<file path="config.mk">
export PLATFORM = sky130hd
export DESIGN_NAME = fhs_store
export DESIGN_NICKNAME = d
export VERILOG_FILES = /design/src/rtl/fhs_store.sv
export SDC_FILE = /design/constraint.sdc
export NUM_CORES = 2
export LEC_CHECK = 0
export BUFFER_PORTS_ARGS = -buffer_cell sky130_fd_sc_hd__buf_2
export CORE_ASPECT_RATIO = 1.1
export CORE_UTILIZATION = 40
export CTS_CLUSTER_DIAMETER = 120
export DETAILED_ROUTE_END_ITERATION = 10
export PLACE_DENSITY = 0.55
export SYNTH_ARGS = -nofsm -noshare
export SYNTH_HDL_FRONTEND = slang
export SYNTH_SLANG_ARGS = --single-unit
</file>
<file path="constraint.sdc">
create_clock -name clk -period 4.1 [get_ports clk]
set_input_delay 0.205 -clock clk [delete_from_list [all_inputs] [get_ports clk]]
set_output_delay 0.205 -clock clk [all_outputs]
set_load 0.005 [all_outputs]
</file>
<file path="src/rtl/fhs_store.sv">
// ----------------------------------------------------------------------------
// fhs_store
// History entry memory: one write port and one read port with registered
// read data.
// ----------------------------------------------------------------------------
module fhs_store #(
  parameter int DEPTH = 128,
  parameter int AW    = 7
) (
  input  logic          clk,
  input  logic          wr_en,
  input  logic [AW-1:0] wr_addr,
  input  logic [31:0]   wr_data,
  input  logic          rd_en,
  input  logic [AW-1:0] rd_addr,
  output logic [31:0]   rd_data
);

  logic [31:0] mem [DEPTH];
  logic [31:0] rd_data_r;

  // write port
  always_ff @(posedge clk) begin
    if (wr_en) begin
      mem[wr_addr] <= wr_data;
    end
  end

  // registered read port
  always_ff @(posedge clk) begin
    if (rd_en) begin
      rd_data_r <= mem[rd_addr];
    end
  end

  assign rd_data = rd_data_r;

endmodule

</file>
=== Yosys cells after proc, flatten, opt, wreduce, memory -nomap -nowiden ===
Memories as Yosys holds them, arrays and structs flattened. A register that Yosys moved wholly into a read port is not among the register bits.
Index checks and enable logic that the tools add are counted.

* Mux-type cells: 2

{| class="wikitable"
|+ Operator list
! kind !! count
|-
| $mux W1 || 2
|}

* Flip-flop bits (word level): 0
* Memories kept: 1
* Word-level logic and storage cells: 3
* Bits in writable memories: 4096
* Bits of input ports: 49
* Output and inout port bits: 32

{| class="wikitable"
|+ Memories
! name !! words !! width !! rd ports !! clocked after memory_dff !! write ports !! line !! source
|-
| mem || 128 || 32 || 1 || 1 || 1 || 19 || <nowiki>logic [31:0] mem [DEPTH];</nowiki>
|}

=== Longest topological paths before layout ===
* Depth in word-level cells: 2
* Gate-level depth with buffers: 8
* Depth with buffers taken out: 4

=== Worst setup path before layout ===
Ideal clock, no wire load.

* Kind: input -> register
* Start point: input wr_en
* End point: memory mem[98][0], enable pin
* Arrival: 2.983 ns
* Required time: 3.639 ns
* Path buffers: 1
* Slack: 0.656 ns
* Setup time: 0.461 ns
* Cell stages on the path: 3
* Cell sequence: clkbuf_1 -> nand4_1 -> nor3_1

* Longest elaborated chain between the ends: 2

{| class="wikitable"
|+ Ends and longest elaborated chain
! item !! line !! source
|-
| start, declared || 11 || <nowiki>input logic wr_en,</nowiki>
|-
| $mux W1 || 24 || <nowiki>if (wr_en) begin</nowiki>
|-
| $mux W1 (not written as such) || 25 || <nowiki>mem[wr_addr] <= wr_data;</nowiki>
|-
| end, declared || 19 ||
|}

Every way passes these cells.

=== Worst setup path after layout ===
* Start point: input wr_addr[4]
* End point: memory mem[112][3], enable pin

{| class="wikitable"
|+ RTL lines
! item !! line !! source
|-
| start, declared || 12 || <nowiki>input logic [AW-1:0] wr_addr,</nowiki>
|}

Straight into the memory's write port.

==> metrics.md <==
| Metric | Value |
|---|---|
| Outcome | finished, final reports clean |
| Power per cell area | just under 500 nW/µm² |
| CP Data Required Time | roughly 4.8 ns |
| Die area | approximately 400000 µm² |
| Max Cap Violations | 0 |
| Vias | slightly above 70000 |
| Worst setup EP type | flip-flop |
| Final GP Congestion | between 0.8 and 0.9 |
| Largest net degree at the start of global routing | 129 |
| Met3 usage | about 3.5% |
| Avg Inst Size Synth | between 20 and 30 µm² |
| # port buffers | 80 |
| FILL cells | 31500 |
| Met1 global-route usage | between 30% and 40% |
| Post-layout min period | 3.03 ns |
| Worst-margin pin slew | roughly 1.2 ns |
| Clock Latency Late Sink | 0.96 ns |
| Sw frac | between 20% and 30% |
| Antenna viol nets, final | 0 |
| Post-CTS Resized | 0 |
| FMAX | ~330 MHz |
| Global route total overflow | 0 |
| Final number of setup-violating endpoints | 0 |
| CTS max path bufs | 4 |
| Min-delay worst type | input port to flip-flop |
| GRT Total Usage | 22.6% |
| Clock slew at reported path FFs | 0.06 ns |
| Iteration-0 DRC Markers | 9954 |
| Final Max Tran Viols | 0 |
| Register area share after synthesis | approximately 79% |
| Chip width | 599 µm |
| Residual DRC | 0 |
| Unrepaired setup endpoints after global routing | false |
| Post-layout net count | around 6700 |
| Initial Utilization | 40.2% |
| Worst setup margin | roughly 1.1 ns |
| Combinational share of power | under 10% |
| Synthesized flop and latch total | ~4100 |
| Drt wl/cell | 36.3 µm |
| Synthesis-to-layout area growth | 16.1% |
| Psw | around 19 mW |
| R2R setup slack | ~1.2 ns |
| Post-synthesis net count | 6039 |
| Worst slack, placed | around 0.36 ns |
| Die Height | 658 µm |
| Core ar. | around 400000 µm² |
| Post-DP HPWL | 254000 µm |
| Reg area | 124000 µm² |
| Top Usage Layer GRT | met2 |
| Share of total power in sequential cells | 52.3% |
| Crit-path max FO | 19 |
| Cells on worst reg2reg path | 4 |
| Clock network fraction of total power | 42.4% |
| TritonCTS Buffers | 413 |
| Clock Sinks | approximately 4100 |
| Internal power | between 70 and 80 mW |
| Layout Cells excl Fill | approximately 12000 |
| Synthesized instance count | ~6000 |
| VDD IR-drop max | 365 µV |
| Final Cycle Share | roughly 74% |
| Total wire length | 444000 µm |
| Rel. slew slack | 20.4% |
| Clock skew | ~0.058 ns |
| TNS Setup | 0 ns |
| Yosys warning total | 0 |
| Routed vias/inst | 5.90 |
| Startpoint Class | input port |
| Post-CTS Setup Bufs | 0 |
| 1st-pass router iterations | 5 |
| Power, Total | roughly 90 mW |
| CTS Root Cell | clkbuf_16 |
| Setup CP Type | input port to flip-flop |
| I/O pin total | 81 |
| Cell Area, Synth | 157000 µm² |
| Worst Path Arrival | 3.68 ns |
| Vias in the first global route | about 74000 |
| Initial antenna violation count | between 70 and 80 |
| First-pass GRT wire length | between 600000 and 700000 µm |
| Num rows | 240 |
| Met2 Track Usage GR | between 30% and 40% |
| Cell variety after synth | 16 |
| LEAKAGE | between 50 and 60 nW |
| Hold Path Depth | 3 |
| Fin. Hold Viols | 0 |
| Layout cells sized above 1 | approximately 37% |
| Placed insts | about 11000 |
| CTS tree | yes |
| Area occupied by multi-input gates | around 32000 µm² |
| H-tree depth | 5 |
## kinds of logic after synthesis
kind of cell	Yosys count	share of synthesized area, %
and+or+nand+nor	170	0.445
muxes	1376	19.6
buffers and inverters	316	0.837
DFF	4128	79.2
## path summary, 6_finish.rpt
path | from | to
setup / recovery | wr_addr[4] | mem[112][3]$_DFFE_PP_
hold reg to reg | mem[56][15]$_DFFE_PP_ | rd_data[15]$_DFFE_PP_
hold / removal | rd_addr[6] | rd_data[4]$_DFFE_PP_
setup reg to reg | mem[117][14]$_DFFE_PP_ | rd_data[14]$_DFFE_PP_
## power groups by stage
| stage | clock (mW) | sequential [mW] | combinational (mW) |
|---|---|---|---|
| after floorplan | 0 | 47.6 | 2.25 |
| after global placement | 0 | 47.7 | 4.70 |
| after detailed placement | 0 | 47.7 | 4.77 |
| after CTS | 38.6 | 46.8 | 4.82 |
| after global routing | 40.1 | 46.8 | 4.94 |
| final | 38.0 | 46.8 | 4.76 |
## cell type report
class                      instances  share of cell area (%)
clock inverter                   271                    1.53
timing repair buffer             521                    2.97
clock buffer                     494                    5.91
tap                             5203                    3.58
antenna                           60                  0.0826
multi-input combinational       1546                    17.8
sequential                      4128                    68.2
## per-layer routing
| metal | up-vias | share of wire, % |
|---|---|---|
| met5 | - | 0.018 |
| met4 | 12 | 3.2 |
| met3 | 545 | 7.7 |
| met2 | 3164 | 49 |
| met1 | 40600 | 40 |
| li1 | 27800 | - |
## per-stage QoR
| stage | hold slack, ns | util, % | instance area [µm²] |
|---|---|---|---|
| 2_1_floorplan | 0.304 | - | 157000 |
| 3_3_place_gp | 0.690 | 43.1 | 168000 |
| 3_5_place_dp | 0.680 | 43.1 | 168000 |
| 4_1_cts | 0.0579 | 46.7 | 182000 |
| 5_1_grt | 0.111 | 46.7 | 182000 |
| 6_report | 0.152 | 46.7 | 182000 |
## cell usage in the layout, fill, tap and decap left out
cell type | netlist | final
nand2b_1 | 2 | 2
dlygate4sd3_1 | 0 | 41
clkinv_16 | 0 | 4
nor3_2 | 0 | 9
buf_8 | 0 | 3
mux4_2 | 1344 | 1344
buf_12 | 0 | 117
mux2_2 | 32 | 32
nor2_1 | 122 | 3
nand2_1 | 14 | 11
bufinv_16 | 0 | 49
nand2_2 | 0 | 3
clkbuf_16 | 0 | 418
inv_16 | 0 | 5
clkinv_8 | 0 | 5
buf_4 | 3 | 319
buf_6 | 2 | 1
inv_6 | 0 | 11
clkbuf_1 | 182 | 76
clkinv_2 | 0 | 85
clkinv_1 | 0 | 95
nor2_4 | 0 | 119
buf_2 | 79 | 40
diode_2 | 0 | 60
nand3_2 | 0 | 4
edfxtp_1 | 4128 | 4128
clkinv_4 | 0 | 7
nand3_1 | 12 | 8
nor2b_1 | 7 | 7
or3_1 | 1 | 1
clkinvlp_4 | 0 | 10
nand4_1 | 3 | 3
## worst max-delay path, cell delays in order
cell	delay (ns)
dlygate4sd3_1	0.68
buf_2	0.22
nor2b_1	0.54
nand3_1	0.15
dlygate4sd3_1	0.60
buf_4	0.22
nor2_4	0.71
buf_12	0.29
## synth_stat cells
cell type	count	share of area (%)
buf_1	50	0.12
buf_2	79	0.25
buf_4	3	0.014
buf_6	2	0.014
clkbuf_1	182	0.44
edfxtp_1	4128	79
mux2_2	32	0.23
mux4_2	1344	19
nand2_1	14	0.034
nand2b_1	2	0.0080
nand3_1	12	0.038
nand4_1	3	0.012
nor2_1	122	0.29
nor2b_1	7	0.028
nor3_1	9	0.029
or3_1	1	0.0040
## timing repair
item                                     CTS  global route
hold endpoints to repair                1809             0
hold buffers                              41             0
endpoints found under the setup margin     0             0
## sequential cells by signal, summed over array words and instances, names as in the netlist
register,flops
mem,4096
rd_data,32
Power figures use the tool's default switching activity.
