`config.mk`:
```
export PLATFORM = sky130hd
export DESIGN_NAME = fhs_ctrl
export DESIGN_NICKNAME = d
export VERILOG_FILES = /design/src/rtl/fhs_pkg.sv /design/src/rtl/fhs_ctrl.sv
export SDC_FILE = /design/constraint.sdc
export NUM_CORES = 1
export LEC_CHECK = 0
export BUFFER_PORTS_ARGS = -buffer_cell sky130_fd_sc_hd__clkbuf_2
export CAP_MARGIN = 40
export CORE_UTILIZATION = 54
export DETAILED_ROUTE_END_ITERATION = 10
export GPL_TIMING_DRIVEN = 0
export HOLD_SLACK_MARGIN = 0.02
export PLACE_DENSITY = 0.82
export REMOVE_ABC_BUFFERS = 1
export SYNTH_ARGS = -nofsm -noshare
export SYNTH_HDL_FRONTEND = slang
export SYNTH_SLANG_ARGS = --single-unit
```
`constraint.sdc`:
```
create_clock -name clk -period 5.4 [get_ports clk]
set_input_delay 1.08 -clock clk [delete_from_list [all_inputs] [get_ports clk]]
set_output_delay 1.08 -clock clk [all_outputs]
set_load 0.01 [all_outputs]
```
`src/rtl/fhs_pkg.sv`:
```
// ----------------------------------------------------------------------------
// fhs_pkg
// Shared types and constants for the focus history stack: operation codes,
// sequencer states, scan modes and the result bundle.
// ----------------------------------------------------------------------------
package fhs_pkg;

  // default number of history entries
  localparam int STACK_DEPTH_DEF = 128;

  // window id that stands for no window
  localparam logic [31:0] WIN_NONE = 32'hFFFF_FFFF;
  localparam logic [31:0] WIN_ZERO = 32'h0000_0000;

  // operation codes carried by the kind field
  localparam logic [1:0] KIND_FOCUS   = 2'd0;
  localparam logic [1:0] KIND_REMOVE  = 2'd1;
  localparam logic [1:0] KIND_REFOCUS = 2'd2;

  // sequencer states
  typedef enum logic [2:0] {
    ST_IDLE,
    ST_SCAN,
    ST_PUSH,
    ST_TOP_RD,
    ST_TOP_CHK,
    ST_RESP
  } state_t;

  // what the scan over the stack is looking for
  typedef enum logic [1:0] {
    MODE_FOCUS,
    MODE_REMOVE,
    MODE_TRIM
  } mode_t;

  // one finished result
  typedef struct packed {
    logic        focus_request;
    logic [31:0] focus_window;
    logic        push_dropped;
    logic [7:0]  history_depth;
    logic [31:0] current_window;
  } res_t;

endpackage

```
`src/rtl/fhs_ctrl.sv`:
```
// ----------------------------------------------------------------------------
// fhs_ctrl
// Sequencer for the focus history stack. Holds depth and current focus and
// walks the stack one entry per cycle through a single equality comparator.
// ----------------------------------------------------------------------------
module fhs_ctrl
  import fhs_pkg::*;
#(
  parameter int STACK_DEPTH = STACK_DEPTH_DEF,
  parameter int AW          = 7,
  parameter int DW          = 8
) (
  input  logic          clk,
  input  logic          rst_n,
  // incoming transaction
  input  logic          in_valid,
  output logic          in_ready,
  input  logic [1:0]    in_kind,
  input  logic [31:0]   in_window_id,
  // memory access
  output logic          wr_en,
  output logic [AW-1:0] wr_addr,
  output logic [31:0]   wr_data,
  output logic          rd_en,
  output logic [AW-1:0] rd_addr,
  input  logic [31:0]   rd_data,
  // finished result
  output logic          res_valid,
  input  logic          res_ready,
  output res_t          res
);

  state_t        state_r, state_nxt;
  mode_t         mode_r, mode_nxt;
  logic [31:0]   key_r, key_nxt;
  logic [DW-1:0] depth_r, depth_nxt;
  logic [31:0]   cur_r, cur_nxt;
  logic [AW-1:0] scan_r, scan_nxt;
  logic          left_r, left_nxt;
  logic          pend_r, pend_nxt;
  logic [AW-1:0] cmp_idx_r, cmp_idx_nxt;
  logic          req_r, req_nxt;
  logic          drop_r, drop_nxt;

  logic          eq;
  logic          hit;
  logic          done_miss;
  logic          depth_zero;
  logic          id_bad;
  logic [AW-1:0] top_idx;

  // shared comparator and scan decisions
  assign eq         = (rd_data == key_r);
  assign hit        = pend_r && ((mode_r == MODE_TRIM) ? !eq : eq);
  assign done_miss  = pend_r && !hit && !left_r;
  assign depth_zero = (depth_r == '0);
  assign id_bad     = (in_window_id == WIN_ZERO) || (in_window_id == WIN_NONE);
  assign top_idx    = AW'(depth_r - DW'(1));

  // next state
  always_comb begin
    state_nxt = state_r;
    case (state_r)
      ST_IDLE: begin
        if (in_valid) begin
          case (in_kind)
            KIND_FOCUS: begin
              if (id_bad) begin
                state_nxt = ST_RESP;
              end else if (depth_zero) begin
                state_nxt = ST_PUSH;
              end else begin
                state_nxt = ST_SCAN;
              end
            end
            KIND_REMOVE:  state_nxt = depth_zero ? ST_RESP : ST_SCAN;
            KIND_REFOCUS: state_nxt = depth_zero ? ST_RESP : ST_TOP_RD;
            default:      state_nxt = ST_RESP;
          endcase
        end
      end
      ST_SCAN: begin
        if (hit) begin
          state_nxt = (mode_r == MODE_REMOVE) ? ST_SCAN : ST_RESP;
        end else if (done_miss) begin
          state_nxt = (mode_r == MODE_FOCUS) ? ST_PUSH : ST_RESP;
        end
      end
      ST_PUSH:    state_nxt = ST_RESP;
      ST_TOP_RD:  state_nxt = ST_TOP_CHK;
      ST_TOP_CHK: state_nxt = ST_RESP;
      ST_RESP: begin
        if (res_ready) begin
          state_nxt = ST_IDLE;
        end
      end
      default: state_nxt = ST_IDLE;
    endcase
  end

  // datapath updates and memory control
  always_comb begin
    mode_nxt    = mode_r;
    key_nxt     = key_r;
    depth_nxt   = depth_r;
    cur_nxt     = cur_r;
    scan_nxt    = scan_r;
    left_nxt    = left_r;
    pend_nxt    = pend_r;
    cmp_idx_nxt = cmp_idx_r;
    req_nxt     = req_r;
    drop_nxt    = drop_r;
    wr_en       = 1'b0;
    wr_addr     = cmp_idx_r;
    wr_data     = WIN_ZERO;
    rd_en       = 1'b0;
    rd_addr     = scan_r;
    case (state_r)
      ST_IDLE: begin
        if (in_valid) begin
          key_nxt  = in_window_id;
          req_nxt  = 1'b0;
          drop_nxt = 1'b0;
          scan_nxt = top_idx;
          left_nxt = 1'b1;
          pend_nxt = 1'b0;
          mode_nxt = (in_kind == KIND_REMOVE) ? MODE_REMOVE : MODE_FOCUS;
        end
      end
      ST_SCAN: begin
        pend_nxt = 1'b0;
        if (hit) begin
          case (mode_r)
            MODE_FOCUS: begin
              // found further down: cut the stack just above it
              depth_nxt = DW'(cmp_idx_r) + DW'(1);
              cur_nxt   = key_r;
              req_nxt   = 1'b1;
            end
            MODE_REMOVE: begin
              // clear the entry, then trim zero entries from the top
              wr_en    = 1'b1;
              wr_addr  = cmp_idx_r;
              wr_data  = WIN_ZERO;
              mode_nxt = MODE_TRIM;
              key_nxt  = WIN_ZERO;
              scan_nxt = top_idx;
              left_nxt = 1'b1;
            end
            MODE_TRIM: begin
              depth_nxt = DW'(cmp_idx_r) + DW'(1);
            end
            default: begin
              depth_nxt = depth_r;
            end
          endcase
        end else if (done_miss) begin
          if (mode_r == MODE_TRIM) begin
            depth_nxt = '0;
          end
        end else if (left_r) begin
          // issue the next read, walking down toward entry zero
          rd_en       = 1'b1;
          rd_addr     = scan_r;
          cmp_idx_nxt = scan_r;
          pend_nxt    = 1'b1;
          left_nxt    = (scan_r != '0);
          scan_nxt    = scan_r - AW'(1);
        end
      end
      ST_PUSH: begin
        cur_nxt = key_r;
        req_nxt = 1'b1;
        if (depth_r >= DW'(STACK_DEPTH)) begin
          drop_nxt = 1'b1;
        end else begin
          wr_en     = 1'b1;
          wr_addr   = AW'(depth_r);
          wr_data   = key_r;
          depth_nxt = depth_r + DW'(1);
        end
      end
      ST_TOP_RD: begin
        rd_en   = 1'b1;
        rd_addr = top_idx;
      end
      ST_TOP_CHK: begin
        // top entry always matches itself, so depth stays
        if ((rd_data != cur_r) && (rd_data != WIN_ZERO) && (rd_data != WIN_NONE)) begin
          cur_nxt = rd_data;
          key_nxt = rd_data;
          req_nxt = 1'b1;
        end
      end
      default: begin
        req_nxt = req_r;
      end
    endcase
  end

  // handshake and result bundle
  assign in_ready               = (state_r == ST_IDLE);
  assign res_valid              = (state_r == ST_RESP);
  assign res.focus_request      = req_r;
  assign res.focus_window       = req_r ? key_r : WIN_ZERO;
  assign res.push_dropped       = drop_r;
  assign res.history_depth      = 8'(depth_r);
  assign res.current_window     = cur_r;

  // control registers
  always_ff @(posedge clk) begin
    if (!rst_n) begin
      state_r <= ST_IDLE;
      depth_r <= '0;
      cur_r   <= WIN_NONE;
      pend_r  <= 1'b0;
      left_r  <= 1'b0;
    end else begin
      state_r <= state_nxt;
      depth_r <= depth_nxt;
      cur_r   <= cur_nxt;
      pend_r  <= pend_nxt;
      left_r  <= left_nxt;
    end
  end

  // working registers
  always_ff @(posedge clk) begin
    mode_r    <= mode_nxt;
    key_r     <= key_nxt;
    scan_r    <= scan_nxt;
    cmp_idx_r <= cmp_idx_nxt;
    req_r     <= req_nxt;
    drop_r    <= drop_nxt;
  end

endmodule

```
# Word level (Yosys, flattened, before mapping)

Index checks and enable logic that the tools add are counted.

Output and inout bits: 124
Bits in registers: 95
Word-level logic and storage cells: 146

Add/subtract/negate cells: 4
Eq/ne operators: 27
Multiplexer cells: 66
Bitwise operators: 2
Magnitude comparators: 1
Reduce and logical (&&, ||, !) cells: 35

Operators by type and width:

| operator             | count |
|---|---|
| $mux 32              | 9 |
| $pmux 32 s3          | 2 |
| $mux 7               | 8 |
| $mux 8               | 5 |
| $eq 32x32->1         | 1 |
| $eq 32x32->1 const B | 1 |
| $logic_not 32->1     | 1 |
| $ne 32x32->1         | 1 |
| $ne 32x32->1 const B | 1 |
| $reduce_bool 32->1   | 1 |
| $mux 3               | 9 |
| $reduce_and 5->1     | 4 |
| $mux 1               | 18 |
| $ne 3x3->1 const B   | 6 |
| $pmux 8 s2           | 1 |
| $reduce_and 4->1     | 4 |
| $pmux 3 s5           | 1 |
| $ne 2x2->1 const B   | 7 |
| $pmux 7 s2           | 1 |
| $sub 7x1->7 const B  | 2 |
| $pmux 1 s2           | 5 |
| $pmux 3 s3           | 1 |
| $add 7x1->8 const B  | 1 |
| $add 8x1->8 const B  | 1 |
| 24 further kinds     | 44 |

# Depth between registers and ports, before layout

Gate-level depths: netlist of run 1.

Depth in word-level cells: 10
Mapped depth: 10

# Worst setup path after synthesis of run 1

OpenSTA, ideal clock, no wires.

Kind: input -> register
From: input port rd_data[7]
To: register key_r[0], enable pin
Setup slack: 0.865 ns
Data required time: 4.979 ns
Data arrival time: 4.114 ns
Cell stages on the path: 10
Cells stage by stage: clkbuf_1 -> xnor2_1 -> nand4_1 -> nor4_4 -> nand3_2 -> a32oi_2 -> buf_6 -> buf_8 -> o21ai_1 -> nor2_1

Word-level cells in the longest chain between the ends: 6
Elaborated cells on any way between the ends: 12

RTL lines:

| item                                | line            | text |
|---|---|---|
| from (decl)                         | fhs_ctrl.sv:26  | `input logic [31:0] rd_data,` |
| $eq 32x32->1                        | fhs_ctrl.sv:53  | `assign eq = (rd_data == key_r);` |
| $logic_not 1->1                     | fhs_ctrl.sv:54  | `assign hit = pend_r && ((mode_r == MODE_TRIM) ? !eq : eq);` |
| $mux 1                              | fhs_ctrl.sv:54  |  |
| $logic_and 1x1->1                   | fhs_ctrl.sv:54  |  |
| $ne 2x2->1 (no source line)         | --              |  |
| $reduce_and 5->1 (no source line) * | --              |  |
| to (signal assigned)                | fhs_ctrl.sv:230 | `key_r <= key_nxt;` |
| to (decl)                           | fhs_ctrl.sv:35  | `logic [31:0] key_r, key_nxt;` |

Mark *: on every way between the ends. The rest lies on a longest branch, timed or not.
A chain may end at the register's enable or synchronous reset.

# Final worst setup path of run 1

From: input port rd_data[19]
To: output port rd_en

Word-level cells in the longest chain between the ends: 10

RTL lines:

| item                           | line            | text |
|---|---|---|
| $eq 32x32->1 *                 | fhs_ctrl.sv:53  |  |
| $logic_not 1->1                | fhs_ctrl.sv:54  |  |
| $mux 1 *                       | fhs_ctrl.sv:54  |  |
| $logic_and 1x1->1 *            | fhs_ctrl.sv:54  |  |
| $logic_not 1->1                | fhs_ctrl.sv:55  | `assign done_miss = pend_r && !hit && !left_r;` |
| $logic_and 1x1->1 (2 in a row) | fhs_ctrl.sv:55  |  |
| $mux 1                         | fhs_ctrl.sv:157 | `end else if (done_miss) begin` |
| $mux 1 *                       | fhs_ctrl.sv:132 | `if (hit) begin` |
| $pmux 1 s2 *                   | fhs_ctrl.sv:118 | `case (state_r)` |
| to (decl)                      | fhs_ctrl.sv:24  | `output logic rd_en,` |

Marked as above.

==> results of run 1 <==
==> kinds of logic after synthesis <==
logic type / after synthesis / synth area share
simple gates: 233 / 0.191
xor+xnor: 83 / 0.107
flops: 95 / 0.338
buf+inv: 98 / 0.0710
fa+ha+maj: 9 / 0.0159
compound gates: 163 / 0.208
mux: 48 / 0.0691
==> sequential cells by signal, summed over array words and instances (netlist names) <==
register	count
cmp_idx_r	7
cur_r	32
depth_r	8
drop_r	1
key_r	32
left_r	1
mode_r	2
pend_r	1
req_r	1
scan_r	7
state_r	3
==> layout by cell type, fill, tap and decap left out, drive strengths merged, types with 3 or more instances in the layout <==
cell type	synthesis	routed
a21oi	14	14
nor4	30	30
nor3	8	8
a211oi	34	34
mux2i	40	40
nand4	30	30
xnor2	40	40
dfxtp	45	45
clkbuf	47	205
nand2	30	30
nand3	12	12
xor2	43	43
or3	6	6
a41oi	32	32
nor2b	3	3
a22o	32	32
a31oi	5	5
and3	4	4
ha	9	9
clkinv	1	3
o21ai	19	19
a31o	4	4
inv	11	11
nor2	28	28
mux2	8	8
buf	39	9
and2	70	70
edfxtp	50	50
a2111oi	3	3
==> metal layers <==
| layer | track usage | up-vias |
|---|---|---|
| met3 | 0.0519 | 46 |
| met1 | 0.389 | 3061 |
| met4 | 0.134 | 0 |
| li1 | - | 2984 |
| met2 | 0.516 | 298 |
| met5 | 0 | - |
==> stage by stage <==
stage	std cells	hold slack (ns)	TNS (ns)
2_1_floorplan	643	0.467	-42.14
3_3_place_gp	1008	0.500	-194.89
3_5_place_dp	1017	0.513	0
4_1_cts	1033	0.528	0
5_1_grt	1033	0.549	0
6_report	1033	0.540	0
==> synth_stat cells, types with 6 or more instances <==
cell,count
edfxtp_1,50
xor2_1,43
a211oi_1,16
nand4_1,30
and2_1,70
dfxtp_1,45
nor3_1,8
mux2i_1,40
a41oi_2,17
clkbuf_1,47
buf_2,18
ha_1,9
a21oi_1,13
mux2_2,7
buf_6,9
nor2_1,26
inv_1,11
a211oi_2,18
xnor2_1,36
or3_1,6
nor4_1,28
nand2_1,29
a41oi_1,15
a22o_1,32
nand3_1,11
o21ai_0,17
==> critical path: stages <==
cell and delay [ns]:
clkbuf_2 0.16, xnor2_2 0.26, nand4_1 0.27, nor4_4 0.58
a21oi_1 0.15, nor2_1 0.35, nand3_1 0.19, nand2_1 0.10
clkbuf_2 0.15
==> final timing paths <==
check | end | start | slack, ns | depth (start not counted)
min | cmp_idx_r[0] | scan_r[0] | 0.54 | 0
max reg2reg | scan_r[4] | key_r[19] | 1.68 | 8
min reg2reg | cmp_idx_r[0] | scan_r[0] | 0.54 | 0
max | rd_en | rd_data[19] | 1.03 | 9
==> layout make-up <==
cell class | count | area share
Multi-Input combinational cell | 536 | 0.508
Timing Repair Buffer | 202 | 0.137
Clock buffer | 12 | 0.0296
Tap cell | 172 | 0.0258
Sequential cell | 95 | 0.288
Clock inverter | 4 | 0.00541
Inverter | 12 | 0.00556
==> power by group <==
| group | leakage, nW | internal, W | switching [W] | total [W] |
|---|---|---|---|---|
| registers | 0.841 | 0.00118 | 0.000389 | 0.00157 |
| clock network | 0.138 | 0.000369 | 0.000286 | 0.000655 |
| logic | 2.21 | 0.00105 | 0.00146 | 0.00251 |
==> out/metrics.cfg, run 1 <==
[clock_tree]
cts_tree = yes
cts_resized = 0
post-cts-setup-buffers = 0
ctsLongestPathBuffers = 2
htreeDepth = 3
clock_latency_ns = 0.36
clock_sinks = 95
clk_pin_slew_worst_paths_ns = 0.06
cts_root_buffer = clkbuf_16
cts_hold_buf = 0
cts_buffers = 9

[power]
cellPowerDensity_nw_per_um2 = 569
leakagePower_nw = 3.19
vdd_drop_max_uv = 349
power_w = 0.00474

[final_layout]
layout.nets = 935
utilization = 0.655
syn_to_final_growth_pct = 17.4
drive_gt1_frac = 0.323
fill_cells = 1061
final_cell_area_um2 = 8330
multi_input_area_um2 = 4240
antenna_cells = 0
seqCellArea_um2 = 2400

[die]
dieArea_um2 = 13600
start_util = 0.558
fp.dieW_um = 117
fp-row-count = 41
core_area_um2 = 12700
die_y_um = 117
ios = 194

[logic_synthesis]
synthCells = 729
synth_top_area_share = 0.211
yosys_warnings = 0
synth_top_area_cell = edfxtp_1
synth_edf_count = 50
syn_area_per_cell_um2 = 9.74
synth_seq_cells = 95
ys_top_cells_by_area = edfxtp_1, dfxtp_1, and2_1
async_flop_share = 0
ys.flop_type = edfxtp_1
synth_cell_types = 72
ys_seq_area_frac = 0.338
syn_area_um2 = 7100

[sta]
finalCritPeriodShare = 0.808
fmax_mhz = 229
maxSlewHeadroom = 0.402
slew_viol_final = 0
hold_violations = 0
min_period_ns = 4.37
max_slew.worst_pin.slew_ns = 0.895
worst_slack_ns = 1.03
rsz0062_at_grt = no
setup-violations-final = 0
clock_skew_ns = 0.00792

[route]
antenna_left = 0
via_per_inst = 6.18
wl_met1_um = 8380
wl_met3_um = 1520
wire_per_inst_um = 19.9
dr.max_layer_used = met4
drtPass1Iterations = 5
drc = 0
drt_iter0_drc = 547
met2_length_um = 9990
vias = 6389
wl_um = 20600

[run_status]
status = complete, no violations

[worst_setup_path]
required_ns = 4.32
cp.arrival_ns = 3.29
critPathKind = input pin to primary output
start_kind = input pin
crit_path_max_fanout = 8
cp-end-kind = primary output

[grt]
first_global_vias = 5750
gr-total-overflow = 0
antenna_found_initial = 0
grt_pass1_wl_um = 31500
grt_max_degree = 50
grt_use_total = 0.307

[hold_path]
hold_path.class = register to register

[place]
place.port_buffers = 193
dpl.hpwl_um = 15300
dpl-instance-area_um2 = 8040
globalplace.congestion = 0.891
post-place-ws_ns = 0.955

[job]
cap_violations = 0

(Power assumes the default switching activity.)
==> inputs of run 2 (changes only) <==
Settings changed: ABC_AREA set to 1, CORE_UTILIZATION 54 to 53, PLACE_DENSITY 0.82 to 0.81.
Clock period 5.4 ns to 4.6 ns, I/O delays scaled along.
==> out/metrics.cfg, run 2 <==
[run_status]
status = complete, no violations

[die]
fp-row-count = 41  ; unchanged
fp.dieW_um = 115  ; -1.1%
start_util = 0.542  ; -0.0157
core_area_um2 = 12600  ; -1.2%
die_y_um = 115  ; -1.1%
dieArea_um2 = 13300  ; -2.1%
ios = 194  ; unchanged

[power]
leakagePower_nw = 4.29  ; +35%
switchingPower_w = 0.00241  ; +13%
intPower_w = 0.00279  ; +7.2%
p_clk_frac = 0.157  ; +0.019
seqPwrFrac = 0.327  ; -0.005
combPwrFrac = 0.516  ; -0.014
vdd_drop_max_uv = 390  ; +11%
power_w = 0.00521  ; +9.8%
p_sw_frac = 0.464  ; +0.0132
cellPowerDensity_nw_per_um2 = 629  ; +11%

[final_layout]
layout.nets = 1283  ; +37%
drive_gt1_frac = 0.207  ; -0.116
seqCellArea_um2 = 2400  ; unchanged
final_common_cell = nand2_1
fill_cells = 1154  ; +8.8%
largest_registers = cur_r: 32 flops, key_r: 32 flops, depth_r: 8 flops
final_cell_count_no_fill = 1381  ; +34%
multi_input_area_um2 = 3570  ; -16%
final_cell_area_um2 = 8280  ; -0.68%
syn_to_final_growth_pct = 21.4
antenna_cells = 0  ; unchanged
layout_common_cells = nand2_1, clkbuf_2, inv_1, nor2_1, o21ai_0

[hold_path]
hold_depth = 0  ; unchanged
whs_endpoint = cmp_idx_r[1]
hold_path.class = register to register
hp-start = scan_r[1]

[place]
globalplace.congestion = 0.887  ; -0.48%
dpl.hpwl_um = 15700  ; +2.9%
place.port_buffers = 193  ; unchanged
dpl-instance-area_um2 = 7950  ; -1.1%
dp.cells = 1365  ; +34%

[worst_setup_path]
crit_path_max_fanout = 11  ; +3
cp.arrival_ns = 3.05  ; -0.24 ns
worst-r2r-setup-slack_ns = 1.54  ; -0.14 ns
r2r_end = scan_r[3]
start_kind = input pin
reg2regPathDepth = 13  ; +5
timing.rr.start = key_r[17]
cp-end-kind = primary output
required_ns = 3.68  ; -0.64 ns
critPathKind = input pin to primary output

[sta]
max_slew.worst_pin.slew_ns = 0.891  ; -0.00420 ns
clock_skew_ns = 0.0108  ; +0.00287 ns
tns_ns = 0  ; unchanged
slew_viol_final = 0  ; unchanged
timing.hold.ws_ns = 0.493  ; -0.0469 ns
hold_violations = 0  ; unchanged
fmax_mhz = 252
rsz0062_at_grt = no
setup-violations-final = 0  ; unchanged
min_period_ns = 3.97
finalCritPeriodShare = 0.864
maxSlewHeadroom = 0.406  ; +0.00422

[grt]
first_global_vias = 6754  ; +17%
grt_use_total = 0.318  ; +0.0110
grt_pass1_wl_um = 32300  ; +2.6%
grt_max_degree = 39  ; -22%
gr-total-overflow = 0  ; unchanged
antenna_found_initial = 0  ; unchanged

[logic_synthesis]
ys_top_cells_by_area = edfxtp_1, nand2_1, dfxtp_1
synth_cell_types = 37  ; -49%
yosys_warnings = 0  ; unchanged
ys_seq_area_frac = 0.352  ; +0.0140
synthTopCellsByCount = nand2_1, inv_1, nor2_1
async_flop_share = 0  ; unchanged
synth_edf_count = 50  ; unchanged
ys.flop_type = edfxtp_1
synth_top_area_share = 0.220  ; +0.00877
synthCells = 1034  ; +42%
synth_most_common_cell = nand2_1
syn_area_per_cell_um2 = 6.59  ; -32%
synth_top_area_cell = edfxtp_1
syn_area_um2 = 6820  ; -4.0%
synth_seq_cells = 95  ; unchanged

[route]
drtPass1Iterations = 5  ; unchanged
antenna_left = 0  ; unchanged
drt_iter0_drc = 632  ; +16%
vias = 7419  ; +16%
dr.max_layer_used = met4
wl_met3_um = 1690  ; +11%
met2_length_um = 10100  ; +1.4%
wl_met1_um = 8460  ; +0.91%
via_per_inst = 5.37  ; -13%
wire_per_inst_um = 15.3  ; -23%
wl_um = 21100  ; +2.5%
drc = 0  ; unchanged

[clock_tree]
post-cts-setup-buffers = 0  ; unchanged
clock_latency_ns = 0.36  ; about the same
cts_hold_buf = 0  ; unchanged
ctsLongestPathBuffers = 2  ; unchanged
cts_tree = yes
cts_resized = 0  ; unchanged
cts_buffers = 9  ; unchanged
htreeDepth = 3  ; unchanged
clock_sinks = 95  ; unchanged
cts_root_buffer = clkbuf_16
clk_pin_slew_worst_paths_ns = 0.06  ; about the same

[job]
cap_violations = 0  ; unchanged

[run 2: cell type report]
| cell class | count | share of cell area |
|---|---|---|
| clock inverters | 1 | 0.000605 |
| well taps | 172 | 0.0260 |
| inverters | 173 | 0.0785 |
| flip-flops and latches | 95 | 0.290 |
| repair buffers | 201 | 0.135 |
| clock buffers | 15 | 0.0387 |
| multi-input cells | 724 | 0.431 |
[run 2: worst max-delay path, stage by stage]
cell and delay, ns:
clkbuf_2 0.15, inv_1 0.11, nand2_1 0.05, nand2_1 0.05, nand2_1 0.06, nor2_1 0.19
nand2_1 0.09, nor2_2 0.17, nand3_1 0.18, nand3_4 0.18, nand2_1 0.26, inv_1 0.29
nand2_1 0.15, nand2_1 0.08, clkbuf_2 0.12
[run 2: cells by family (layout without fill, tap and decap cells)]
| group | count (synthesis) | count (layout) | share of synthesized area |
|---|---|---|---|
| compound gates | 119 | 119 | 0.0899 |
| xor+xnor | 45 | 45 | 0.0578 |
| fa+ha+maj | 9 | 9 | 0.0165 |
| buf+inv | 215 | 390 | 0.126 |
| flops | 95 | 95 | 0.352 |
| simple gates | 551 | 551 | 0.357 |
[run 2: worst max-delay path by stage]
stage                      from       end  depth (start not counted)
floorplan           rd_data[27]  key_r[0]                         13
global placement    rd_data[17]  key_r[0]                         14
detailed placement  rd_data[17]     rd_en                         15
CTS                 rd_data[17]     rd_en                         15
global route        rd_data[17]     rd_en                         15
finish              rd_data[17]     rd_en                         15
[run 2: metal layers]
metal,GRT usage,vias up
met2,0.539,343
met5,0,-
met3,0.0481,67
li1,-,3655
met4,0.171,0
met1,0.391,3354
[run 2: per-stage QoR]
step                worst slack (ns)   util
global route                   0.441  0.659
CTS                            0.675  0.659
floorplan                      0.823      -
finish                         0.625  0.659
global placement              -0.627  0.620
detailed placement             0.686  0.633
[run 2: power by group through the flow]
stage / Clock (W) / Sequential, W / Combinational, W
finish: 0.000815 / 0.00170 / 0.00269
detailed placement: 0 / 0.00171 / 0.00265
global placement: 0 / 0.00174 / 0.00244
floorplan: 0 / 0.00169 / 0.00161
CTS: 0.000819 / 0.00169 / 0.00267
global route: 0.000849 / 0.00175 / 0.00297
